==> src/sv/ille_pkg.sv <==
// ----------------------------------------------------------------------------
// ille_pkg
// Shared codes and controller/datapath interface types for the linked list
// engine.
// ----------------------------------------------------------------------------
package ille_pkg;

    localparam logic [2:0] MODE_READ     = 3'd0;
    localparam logic [2:0] MODE_INS_HEAD = 3'd1;
    localparam logic [2:0] MODE_INS_TAIL = 3'd2;
    localparam logic [2:0] MODE_INS_AT   = 3'd3;
    localparam logic [2:0] MODE_DELETE   = 3'd4;

    localparam logic [1:0] ST_OK    = 2'd0;
    localparam logic [1:0] ST_RANGE = 2'd1;
    localparam logic [1:0] ST_FULL  = 2'd2;

    localparam int POS_W   = 9;
    localparam int VALUE_W = 32;

    // controller -> datapath
    typedef struct packed {
        logic       load_req;
        logic       walk_start;
        logic       walk_minus1;
        logic       walk_step;
        logic       val_rd;
        logic       pop_rd;
        logic       pop_take;
        logic       head_wr;
        logic       tail_wr0;
        logic       tail_wr1;
        logic       mid_wr0;
        logic       mid_wr1;
        logic       delh_rd;
        logic       delh_wr;
        logic       del_rd;
        logic       del_wr;
        logic       set_status;
        logic [1:0] status_code;
        logic       out_load;
    } ille_cmd_t;

    // datapath -> controller
    typedef struct packed {
        logic [2:0] mode;
        logic       pos_zero;
        logic       pos_ge_cnt;
        logic       pos_gt_cnt;
        logic       cnt_zero;
        logic       store_full;
        logic       walk_done;
        logic       out_busy;
    } ille_stat_t;

endpackage

==> src/sv/ille_ctrl.sv <==
// ----------------------------------------------------------------------------
// ille_ctrl
// Sequencer: decodes a request and steps the datapath through pop, walk,
// link update and result load.
// ----------------------------------------------------------------------------
module ille_ctrl (
    input  logic                 clk,
    input  logic                 rst_n,
    input  logic                 in_valid,
    output logic                 in_ready,
    input  ille_pkg::ille_stat_t stat,
    output ille_pkg::ille_cmd_t  cmd
);

    typedef enum logic [16:0] {
        S_IDLE     = 17'd1,
        S_DECODE   = 17'd2,
        S_POP_RD   = 17'd4,
        S_POP_TAKE = 17'd8,
        S_WALK     = 17'd16,
        S_VAL_RD   = 17'd32,
        S_HEAD_WR  = 17'd64,
        S_TAIL_WR0 = 17'd128,
        S_TAIL_WR1 = 17'd256,
        S_MID_WR0  = 17'd512,
        S_MID_WR1  = 17'd1024,
        S_DELH_RD  = 17'd2048,
        S_DELH_WR  = 17'd4096,
        S_DEL_RD   = 17'd8192,
        S_DEL_WR   = 17'd16384,
        S_RESP     = 17'd32768,
        S_SPARE    = 17'd65536
    } state_t;

    typedef enum logic [2:0] {
        OP_READ,
        OP_HEAD,
        OP_TAIL,
        OP_MID,
        OP_DEL
    } op_t;

    state_t state_reg, state_next;
    op_t    op_reg, op_next;

    always_ff @(posedge clk or negedge rst_n)
    begin
        if (!rst_n)
        begin
            state_reg <= S_IDLE;
            op_reg    <= OP_READ;
        end
        else
        begin
            state_reg <= state_next;
            op_reg    <= op_next;
        end
    end

    assign in_ready = (state_reg == S_IDLE);

    always_comb
    begin
        state_next = state_reg;
        op_next    = op_reg;
        cmd        = '0;
        case (state_reg)
            S_IDLE:
            begin
                if (in_valid)
                begin
                    cmd.load_req = 1'b1;
                    state_next   = S_DECODE;
                end
            end
            S_DECODE:
            begin
                state_next = S_RESP;
                case (stat.mode)
                    ille_pkg::MODE_READ:
                    begin
                        if (stat.pos_ge_cnt)
                        begin
                            cmd.set_status  = 1'b1;
                            cmd.status_code = ille_pkg::ST_RANGE;
                        end
                        else
                        begin
                            op_next        = OP_READ;
                            cmd.walk_start = 1'b1;
                            state_next     = S_WALK;
                        end
                    end
                    ille_pkg::MODE_INS_HEAD, ille_pkg::MODE_INS_TAIL:
                    begin
                        if (stat.store_full)
                        begin
                            cmd.set_status  = 1'b1;
                            cmd.status_code = ille_pkg::ST_FULL;
                        end
                        else
                        begin
                            op_next = (stat.mode == ille_pkg::MODE_INS_HEAD || stat.cnt_zero)
                                      ? OP_HEAD : OP_TAIL;
                            state_next = S_POP_RD;
                        end
                    end
                    ille_pkg::MODE_INS_AT:
                    begin
                        if (stat.pos_gt_cnt)
                        begin
                            cmd.set_status  = 1'b1;
                            cmd.status_code = ille_pkg::ST_RANGE;
                        end
                        else if (stat.store_full)
                        begin
                            cmd.set_status  = 1'b1;
                            cmd.status_code = ille_pkg::ST_FULL;
                        end
                        else
                        begin
                            if (stat.pos_zero)
                                op_next = OP_HEAD;
                            else if (stat.pos_ge_cnt)
                                op_next = OP_TAIL;
                            else
                                op_next = OP_MID;
                            state_next = S_POP_RD;
                        end
                    end
                    ille_pkg::MODE_DELETE:
                    begin
                        if (stat.pos_ge_cnt)
                        begin
                            cmd.set_status  = 1'b1;
                            cmd.status_code = ille_pkg::ST_RANGE;
                        end
                        else if (stat.pos_zero)
                        begin
                            state_next = S_DELH_RD;
                        end
                        else
                        begin
                            op_next         = OP_DEL;
                            cmd.walk_start  = 1'b1;
                            cmd.walk_minus1 = 1'b1;
                            state_next      = S_WALK;
                        end
                    end
                    default:
                    begin
                        state_next = S_RESP;
                    end
                endcase
            end
            S_POP_RD:
            begin
                cmd.pop_rd = 1'b1;
                state_next = S_POP_TAKE;
            end
            S_POP_TAKE:
            begin
                cmd.pop_take = 1'b1;
                case (op_reg)
                    OP_HEAD: state_next = S_HEAD_WR;
                    OP_TAIL: state_next = S_TAIL_WR0;
                    default:
                    begin
                        cmd.walk_start  = 1'b1;
                        cmd.walk_minus1 = 1'b1;
                        state_next      = S_WALK;
                    end
                endcase
            end
            S_WALK:
            begin
                if (stat.walk_done)
                begin
                    case (op_reg)
                        OP_READ: state_next = S_VAL_RD;
                        OP_MID:  state_next = S_MID_WR0;
                        default: state_next = S_DEL_RD;
                    endcase
                end
                else
                begin
                    cmd.walk_step = 1'b1;
                end
            end
            S_VAL_RD:
            begin
                cmd.val_rd = 1'b1;
                state_next = S_RESP;
            end
            S_HEAD_WR:
            begin
                cmd.head_wr = 1'b1;
                state_next  = S_RESP;
            end
            S_TAIL_WR0:
            begin
                cmd.tail_wr0 = 1'b1;
                state_next   = S_TAIL_WR1;
            end
            S_TAIL_WR1:
            begin
                cmd.tail_wr1 = 1'b1;
                state_next   = S_RESP;
            end
            S_MID_WR0:
            begin
                cmd.mid_wr0 = 1'b1;
                state_next  = S_MID_WR1;
            end
            S_MID_WR1:
            begin
                cmd.mid_wr1 = 1'b1;
                state_next  = S_RESP;
            end
            S_DELH_RD:
            begin
                cmd.delh_rd = 1'b1;
                state_next  = S_DELH_WR;
            end
            S_DELH_WR:
            begin
                cmd.delh_wr = 1'b1;
                state_next  = S_RESP;
            end
            S_DEL_RD:
            begin
                cmd.del_rd = 1'b1;
                state_next = S_DEL_WR;
            end
            S_DEL_WR:
            begin
                cmd.del_wr = 1'b1;
                state_next = S_RESP;
            end
            S_RESP:
            begin
                if (!stat.out_busy)
                begin
                    cmd.out_load = 1'b1;
                    state_next   = S_IDLE;
                end
            end
            default:
            begin
                state_next = S_IDLE;
            end
        endcase
    end

`ifndef SYNTHESIS
    a_no_accept_busy: assert property (@(posedge clk) disable iff (!rst_n)
        (state_reg != S_IDLE) |-> !in_ready)
        else $error("request taken while sequencer busy");

    a_load_only_idle: assert property (@(posedge clk) disable iff (!rst_n)
        cmd.load_req |=> (state_reg == S_DECODE))
        else $error("request load did not reach decode");

    a_result_single: assert property (@(posedge clk) disable iff (!rst_n)
        cmd.out_load |=> (state_reg == S_IDLE))
        else $error("result load not followed by idle");
`endif

endmodule
==> config.mk <==
export PLATFORM = sky130hd
export DESIGN_NAME = ille_ctrl
export DESIGN_NICKNAME = d
export VERILOG_FILES = /design/src/sv/ille_pkg.sv /design/src/sv/ille_ctrl.sv
export SDC_FILE = /design/constraint.sdc
export NUM_CORES = 1
export LEC_CHECK = 0
export BUFFER_PORTS_ARGS = -buffer_cell sky130_fd_sc_hd__buf_2
export CORE_AREA = 3 3 64 66
export DETAILED_ROUTE_END_ITERATION = 8
export DIE_AREA = 0 0 67 69
export GPL_TIMING_DRIVEN = 0
export PLACE_DENSITY = 0.64
export SYNTH_ARGS = -nofsm -noshare
export SYNTH_HDL_FRONTEND = slang
export SYNTH_SLANG_ARGS = --single-unit
==> constraint.sdc <==
create_clock -name clk -period 1.9 [get_ports clk]
set_clock_uncertainty 0.15 [all_clocks]
set_input_delay 0.19 -clock clk [delete_from_list [all_inputs] [get_ports clk]]
set_output_delay 0.19 -clock clk [all_outputs]
set_load 0.05 [all_outputs]
==> reports/metrics.yaml, run 1 <==
critical_path:
  critPathSlowestCell: "nor4_4"
  worstPathCellList: "buf_6, nor4_4, nand4_1, nor3b_4, o21ai_4, o21ai_4, buf_6"
  cp-end-kind: "primary output"
  worst-setup-path-type: "flop to primary output"
  worst-endpoint-required_ns: 1.56
  crit_path_start_kind: "flop"
  max_stage_delay_ns: 0.41
  cpLargestDelayFamily: "simple AND/OR/NAND/NOR gates"
  worst_ep_arrival_time_ns: 2.19
  critPathBufInv: 2
  cp_max_fo: 4
global_routing:
  grt_pass1_wl_um: 8410
  grt_usage_pct: 22.9
  grt.overflow.total: 0
  antenna_found_initial: 0
  grt_pass1_vias: 1761
  grt_max_degree: 20
detailed_routing:
  drt_first_pass_iters: 4
  ant_nets: 0
  via_per_inst: 5.81
  drc: 0
  routedWlPerCell_um: 18.4
  drtIter0Drc: 110
  vias: 1714
  finalWirelength_um: 5430
place:
  port_buffers: 31
  dpl_cell_area_um2: 1960
  dp.cells: 241
  dp.final_hpwl_um: 2830
  gp_congestion: 0.817
timing:
  worst_slew_pin_slew_ns: 0.491
  min_period_ns: 2.53
  postLayoutSetupSlackWorst_ns: -0.632
  fmax_mhz: 395
  fin_crit_sh_pct: 133
  drv_slew: 0
  setup_viol: 37
  setup_tns_ns: -14.37
  hold_viol: 0
  slew_headroom_pct: 66.8
  rsz0062_at_grt: "true"
yosys:
  synth_cells: 162
  async_flop_share_pct: 100
  synth_area_per_cell_um2: 8.76
  ys_ff_latch: 19
  syn_area_um2: 1420
  synth_flop_cell: "dfrtp_1"
  synth_edf_count: 0
  seq_area_frac_synth_pct: 33.6
  ys.warnings.count: 0
  synthDistinctLibCells: 45
  synthesis.nets: 175
floorplan:
  initial_core_util_pct: 39.0
  dieArea_um2: 4620
  row_count: 22
  dieHeight_um: 69
  die_x_um: 67
  core_area_um2: 3630
  io_pins: 34
layout:
  drive_above_1_share_pct: 64.8
  postLayoutCoreUtil_pct: 78.4
  finalNonFillerCells: 295
  filler_cell_count: 224
  final_area_um2: 2850
  nNetsFinal: 261
  layout_commonest_cell: "buf_4"
  diodes: 0
  final_cell_mix: "buf_4, buf_6, nor4_4, dfrtp_1, buf_8"
  largest_reg_flops: 16
  area_delta_synth_final_pct: 101
clock_tree:
  cts_tree: "yes"
  cts_inserted_buffers: 3
  cts.reportedPaths.clkPinSlew_ns: 0.08
  h-tree-depth: 1
  clk_latency_ns: 0.26
  clock-sinks: 19
  clk_root_buffer_cell: "clkbuf_8"
  clk_path_buf_depth: 2
run:
  cap_viol_max_count: 0
power_and_ir_drop:
  pwr-share-clk_pct: 12.7
  power_switching_mw: 1.02
  swShare_pct: 43.7
  seqPwrFrac_pct: 24.6
  p_comb_share_pct: 62.7
  p_leak_nw: 1.15
  p_int_mw: 1.32
  peakVddDrop_mv: 0.450
  powerDensity_nw_per_um2: 821
outcome:
  violations: "negative setup slack"
  status: "complete, but fails checks"
worst_hold_path:
  min_path_type: "primary input to flop"
[cells by family (layout without fill, tap and decap cells)]
kind of cell	Yosys count	after routing	share of synthesized area, %
compound gates	22	22	9.97
mux	2	2	1.41
buf+inv	16	101	5.56
simple gates	98	98	46.4
xor+xnor	5	5	3.09
flops	19	19	33.6
[final timing paths]
kind	from	endpoint	slack, ns	cells after the start
worst max-delay path	state_reg[12]	cmd[18]	-0.63	7
worst min-delay path	in_valid	state_reg[1]	0.04	2
worst max register to register	state_reg[10]	state_reg[0]	-0.45	9
worst min register to register	op_reg[1]	state_reg[5]	0.36	1
max in group asynchronous	rst_n	state_reg[2]	0.98	2
min in group asynchronous	rst_n	state_reg[12]	0.27	2
[layer usage]
metal | up-vias | global-route usage (%) | routed length, um
met5 | - | 0 | 0
met4 | 0 | 10.8 | 146
met3 | 15 | 3.42 | 228
met2 | 63 | 38.9 | 2950
met1 | 855 | 27.6 | 2110
li1 | 781 | - | -
[stage by stage]
| step | power, mW | hold WS (ns) | setup slack (ns) |
|---|---|---|---|
| floorplan | 1.20 | -0.256 | -0.683 |
| global placement | 1.34 | 0.0152 | -0.664 |
| detailed placement | 1.35 | 0.0134 | -0.718 |
| CTS | 2.10 | 0.0325 | -0.624 |
| global route | 2.45 | 0.0378 | -0.753 |
| finish | 2.34 | 0.0375 | -0.632 |
[synth_stat cells (2+ instances only)]
cell type	instances	area [um2]
a21oi_1	4	20.0
and2_1	5	31.3
and3_1	2	12.5
and4_1	4	35.0
and4bb_1	3	37.5
buf_2	3	15.0
buf_6	2	22.5
clkbuf_1	8	30.0
dfrtp_1	18	450
inv_1	3	11.3
mux2i_1	2	20.0
nand2_1	9	33.8
nand2b_1	5	31.3
nand3_1	7	35.0
nand4_1	2	12.5
nor2_1	12	45.0
nor2b_1	5	31.3
nor3_1	3	15.0
nor3b_1	6	45.0
nor4_1	15	93.8
nor4_2	3	37.5
nor4b_1	4	35.0
o211ai_1	2	15.0
o21ai_0	4	20.0
o21ai_1	5	25.0
o311ai_0	2	17.5
or4_1	3	22.5
xnor2_1	4	35.0
[layout make-up]
class | count | area (um2) | area share (%)
Multi-Input combinational cell | 127 | 1340 | 47.1
Timing Repair Buffer | 84 | 796 | 27.9
Sequential cell | 19 | 482 | 16.9
Buffer | 10 | 109 | 3.82
Tap cell | 48 | 60.1 | 2.11
Clock buffer | 3 | 41.3 | 1.45
Inverter | 3 | 11.3 | 0.395
Clock inverter | 1 | 7.51 | 0.264
[power by group through the flow]
| stage | logic [mW] | registers (mW) | clock network [mW] |
|---|---|---|---|
| floorplan | 0.663 | 0.535 | 0 |
| global placement | 0.790 | 0.548 | 0 |
| detailed placement | 0.799 | 0.551 | 0 |
| CTS | 1.24 | 0.560 | 0.300 |
| global route | 1.54 | 0.584 | 0.324 |
| finish | 1.47 | 0.575 | 0.297 |
[worst reg2reg max path: stages, from the launching register on]
cell	delay, ns
dfrtp_1	0.39
buf_8	0.14
or4_4	0.58
buf_6	0.15
buf_6	0.12
buf_6	0.12
nor4_4	0.21
o311ai_2	0.16
nand3_1	0.14
o21ai_1	0.10
[timing repair]
item,4_1_cts,5_1_grt
resized for setup,89,30
pin swaps,23,20
endpoints found under the setup margin,39,39
setup buffers,35,18
hold buffers,2,0
hold endpoints to repair,19,0
Note: power is estimated with default switching activity, not from simulation.
==> run 2, diff against run 1 <==
--- a/config.mk
+++ b/config.mk
@@ -5,12 +5,13 @@
 export SDC_FILE = /design/constraint.sdc
 export NUM_CORES = 1
 export LEC_CHECK = 0
+export ABC_AREA = 1
 export BUFFER_PORTS_ARGS = -buffer_cell sky130_fd_sc_hd__buf_2
-export CORE_AREA = 3 3 64 66
+export CORE_AREA = 3 3 65 67
 export DETAILED_ROUTE_END_ITERATION = 8
-export DIE_AREA = 0 0 67 69
+export DIE_AREA = 0 0 68 70
 export GPL_TIMING_DRIVEN = 0
-export PLACE_DENSITY = 0.64
+export PLACE_DENSITY = 0.63
 export SYNTH_ARGS = -nofsm -noshare
 export SYNTH_HDL_FRONTEND = slang
 export SYNTH_SLANG_ARGS = --single-unit
==> run 2 against run 1 <==
Fmax rose by 22%. Critical path depth rose by 2. Non-clock buffer count shrank 30. Setup slack better by 0.46 ns. Largest cell class unchanged. Register-to-register slack better by 0.51 ns. Final area decreased by 20%. Total power down 22%. Utilization fell by 17 points. The run still ends with negative setup slack left. Critical endpoint unchanged. Cell count is 14% higher. Worst hold slack got worse by 0.0065 ns.
==> reports/metrics.yaml, run 2 <==
outcome:
  status: "complete, but fails checks"
  violations: "negative setup slack"
yosys:
  seq_area_frac_synth_pct: 33.1  # -0.52 points
  synthesis.nets: 234  # +34%
  synthDistinctLibCells: 21  # -53%
  synth_cells: 221  # +36%
  ys.warnings.count: 0  # unchanged
  async_flop_share_pct: 100  # unchanged
  yosysMostFrequentCell: "inv_1"
  synth_area_per_cell_um2: 6.52  # -26%
  ys_ff_latch: 19  # unchanged
  synth_edf_count: 0  # unchanged
  synth_top_cell_area_share_pct: 31.3  # -0.50 points
  synthTopCellsByCount: "inv_1, nor2_1, nand2_1, nand3_1, dfrtp_1"
  syn_area_um2: 1440  # +1.6%
  synthTopCellsByArea: "dfrtp_1, inv_1, nor2_1, nand2_1, nand3_1"
  synth_flop_cell: "dfrtp_1"
  synth_area_leader_cell: "dfrtp_1"
clock_tree:
  clk_path_buf_depth: 2  # unchanged
  clock-sinks: 19  # unchanged
  h-tree-depth: 1  # unchanged
  clk_root_buffer_cell: "clkbuf_8"
  cts_inserted_buffers: 3  # unchanged
  clk_latency_ns: 0.25  # about the same
  cts.reportedPaths.clkPinSlew_ns: 0.07  # about the same
  cts_tree: "yes"
floorplan:
  io_pins: 34  # unchanged
  dieArea_um2: 4760  # +3.0%
  row_count: 22  # unchanged
  die_x_um: 68  # +1.5%
  core_area_um2: 3690  # +1.5%
  initial_core_util_pct: 39.1  # about the same
  dieHeight_um: 70  # +1.4%
critical_path:
  crit_start: "state_reg[15]"
  r2r_start: "state_reg[15]"
  cpLargestDelayFamily: "simple AND/OR/NAND/NOR gates"
  critPathBufInv: 3  # +1
  worst_ep_arrival_time_ns: 1.73  # -0.46 ns
  critPathSlowestCell: "dfrtp_1"
  worst-setup-path-type: "flop to primary output"
  worstPathCellList: "nor2_2, nand2_2, nor2_4, buf_12, nand3_4, inv_4, nand3_4, nand3_2, buf_8"
  cp-end-kind: "primary output"
  cp_max_fo: 5  # +1
  crit_path_start_kind: "flop"
  max_stage_delay_ns: 0.41  # about the same
  critPathMostFrequentCell: "nand3_4"
  worst-endpoint-required_ns: 1.56  # about the same
global_routing:
  grt_max_degree: 20  # unchanged
  grt_usage_pct: 16.2  # -6.7 points
  grt.overflow.total: 0  # unchanged
  grt_pass1_vias: 1410  # -20%
  antenna_found_initial: 0  # unchanged
  grt_pass1_wl_um: 5950  # -29%
run:
  cap_viol_max_count: 0  # unchanged
detailed_routing:
  drt_first_pass_iters: 4  # unchanged
  drtIter0Drc: 83  # -25%
  ant_nets: 0  # unchanged
  finalWirelength_um: 3900  # -28%
  routedWlPerCell_um: 11.6  # -37%
  drc: 0  # unchanged
  via_per_inst: 4.72  # -19%
  vias: 1590  # -7.2%
timing:
  worst_slew_pin_slew_ns: 0.421  # -0.0697 ns
  min_period_ns: 2.07  # -0.462 ns
  fmax_mhz: 483  # +22%
  drv_slew: 0  # unchanged
  fin_crit_sh_pct: 109  # -24 points
  hold_ws_ns: 0.0310  # -0.00654 ns
  setup_tns_ns: -1.10  # +13.28 ns
  setup_viol: 11  # -70%
  slew_headroom_pct: 71.9  # +5.2 points
  postLayoutSetupSlackWorst_ns: -0.170  # +0.462 ns
  rsz0062_at_grt: "true"
  hold_viol: 0  # unchanged
layout:
  nNetsFinal: 303  # +16%
  drive_above_1_share_pct: 39.1  # -26 points
  filler_cell_count: 319  # +42%
  final_area_um2: 2270  # -20%
  multi_input_area_um2: 883  # -34%
  layout_commonest_cell: "inv_1"
  diodes: 0  # unchanged
  area_delta_synth_final_pct: 57.6
  largest_reg_flops: 16  # unchanged
  final_cell_mix: "inv_1, nand2_1, nor2_1"
  regArea_um2: 477  # -1.0%
worst_hold_path:
  hp-start: "stat[5]"
  min_path_type: "primary input to flop"
power_and_ir_drop:
  powerDensity_nw_per_um2: 799  # -2.7%
  power_mw: 1.81  # -22%
  p_leak_nw: 1.32  # +14%
  peakVddDrop_mv: 0.385  # -14%
place:
  gp_congestion: 0.787  # -3.6%
  port_buffers: 33  # +6.5%
  dpl_cell_area_um2: 1690  # -14%
  dp.final_hpwl_um: 2600  # -8.4%
run 2: timing repair:
item / CTS / global route
buffers inserted: 14 / 16
hold endpoints to repair: 19 / 0
resized for setup: 59 / 25
setup endpoints to repair: 21 / 22
pin swaps: 12 / 11
hold buffers: 2 / 0
cloned: 1 / 1
run 2: logic make-up after synthesis:
logic type / after synthesis / share of synthesized area, %
buf+inv: 54 / 15.4
simple gates: 138 / 47.9
compound gates: 10 / 3.65
flops: 19 / 33.1
run 2: routing by layer:
| metal | GRT usage, % | share of wire [%] | vias up |
|---|---|---|---|
| met2 | 27.3 | 51 | 38 |
| met4 | 5.52 | 1.2 | 0 |
| met5 | 0 | 0 | - |
| met1 | 20.1 | 43 | 722 |
| met3 | 3.05 | 4.6 | 4 |
| li1 | - | - | 826 |
run 2: area by class of cell:
class	instances	share of cell area [%]
Buffer	1	0.882
Clock buffer	3	1.82
Clock inverter	1	0.220
Inverter	53	9.31
Multi-Input combinational cell	149	38.9
Sequential cell	19	21.0
Tap cell	48	2.64
Timing Repair Buffer	63	25.2
run 2: path summary, 6_finish.rpt:
kind,cells past startpoint,to,slack [ns]
worst min register to register,2,op_reg[2],0.40
worst min-delay path,2,state_reg[11],0.03
worst max-delay path,9,cmd[18],-0.17
min in group asynchronous,2,state_reg[1],0.26
max in group asynchronous,2,state_reg[0],1.02
worst max register to register,9,state_reg[13],0.06
run 2: through the flow:
stage	worst slack [ns]	instances	util, %
6_report	-0.170	337	61.6
5_1_grt	-0.263	337	61.6
4_1_cts	-0.179	323	56.6
3_5_place_dp	-0.0670	302	45.8
3_3_place_gp	-0.0698	302	45.8
2_1_floorplan	-0.112	221	-
run 2: power by group:
group	total [mW]	switching, mW	internal [mW]
clock network	0.283	0.137	0.146
logic	1.02	0.615	0.402
registers	0.514	0.0446	0.469
total	1.81	0.797	1.02
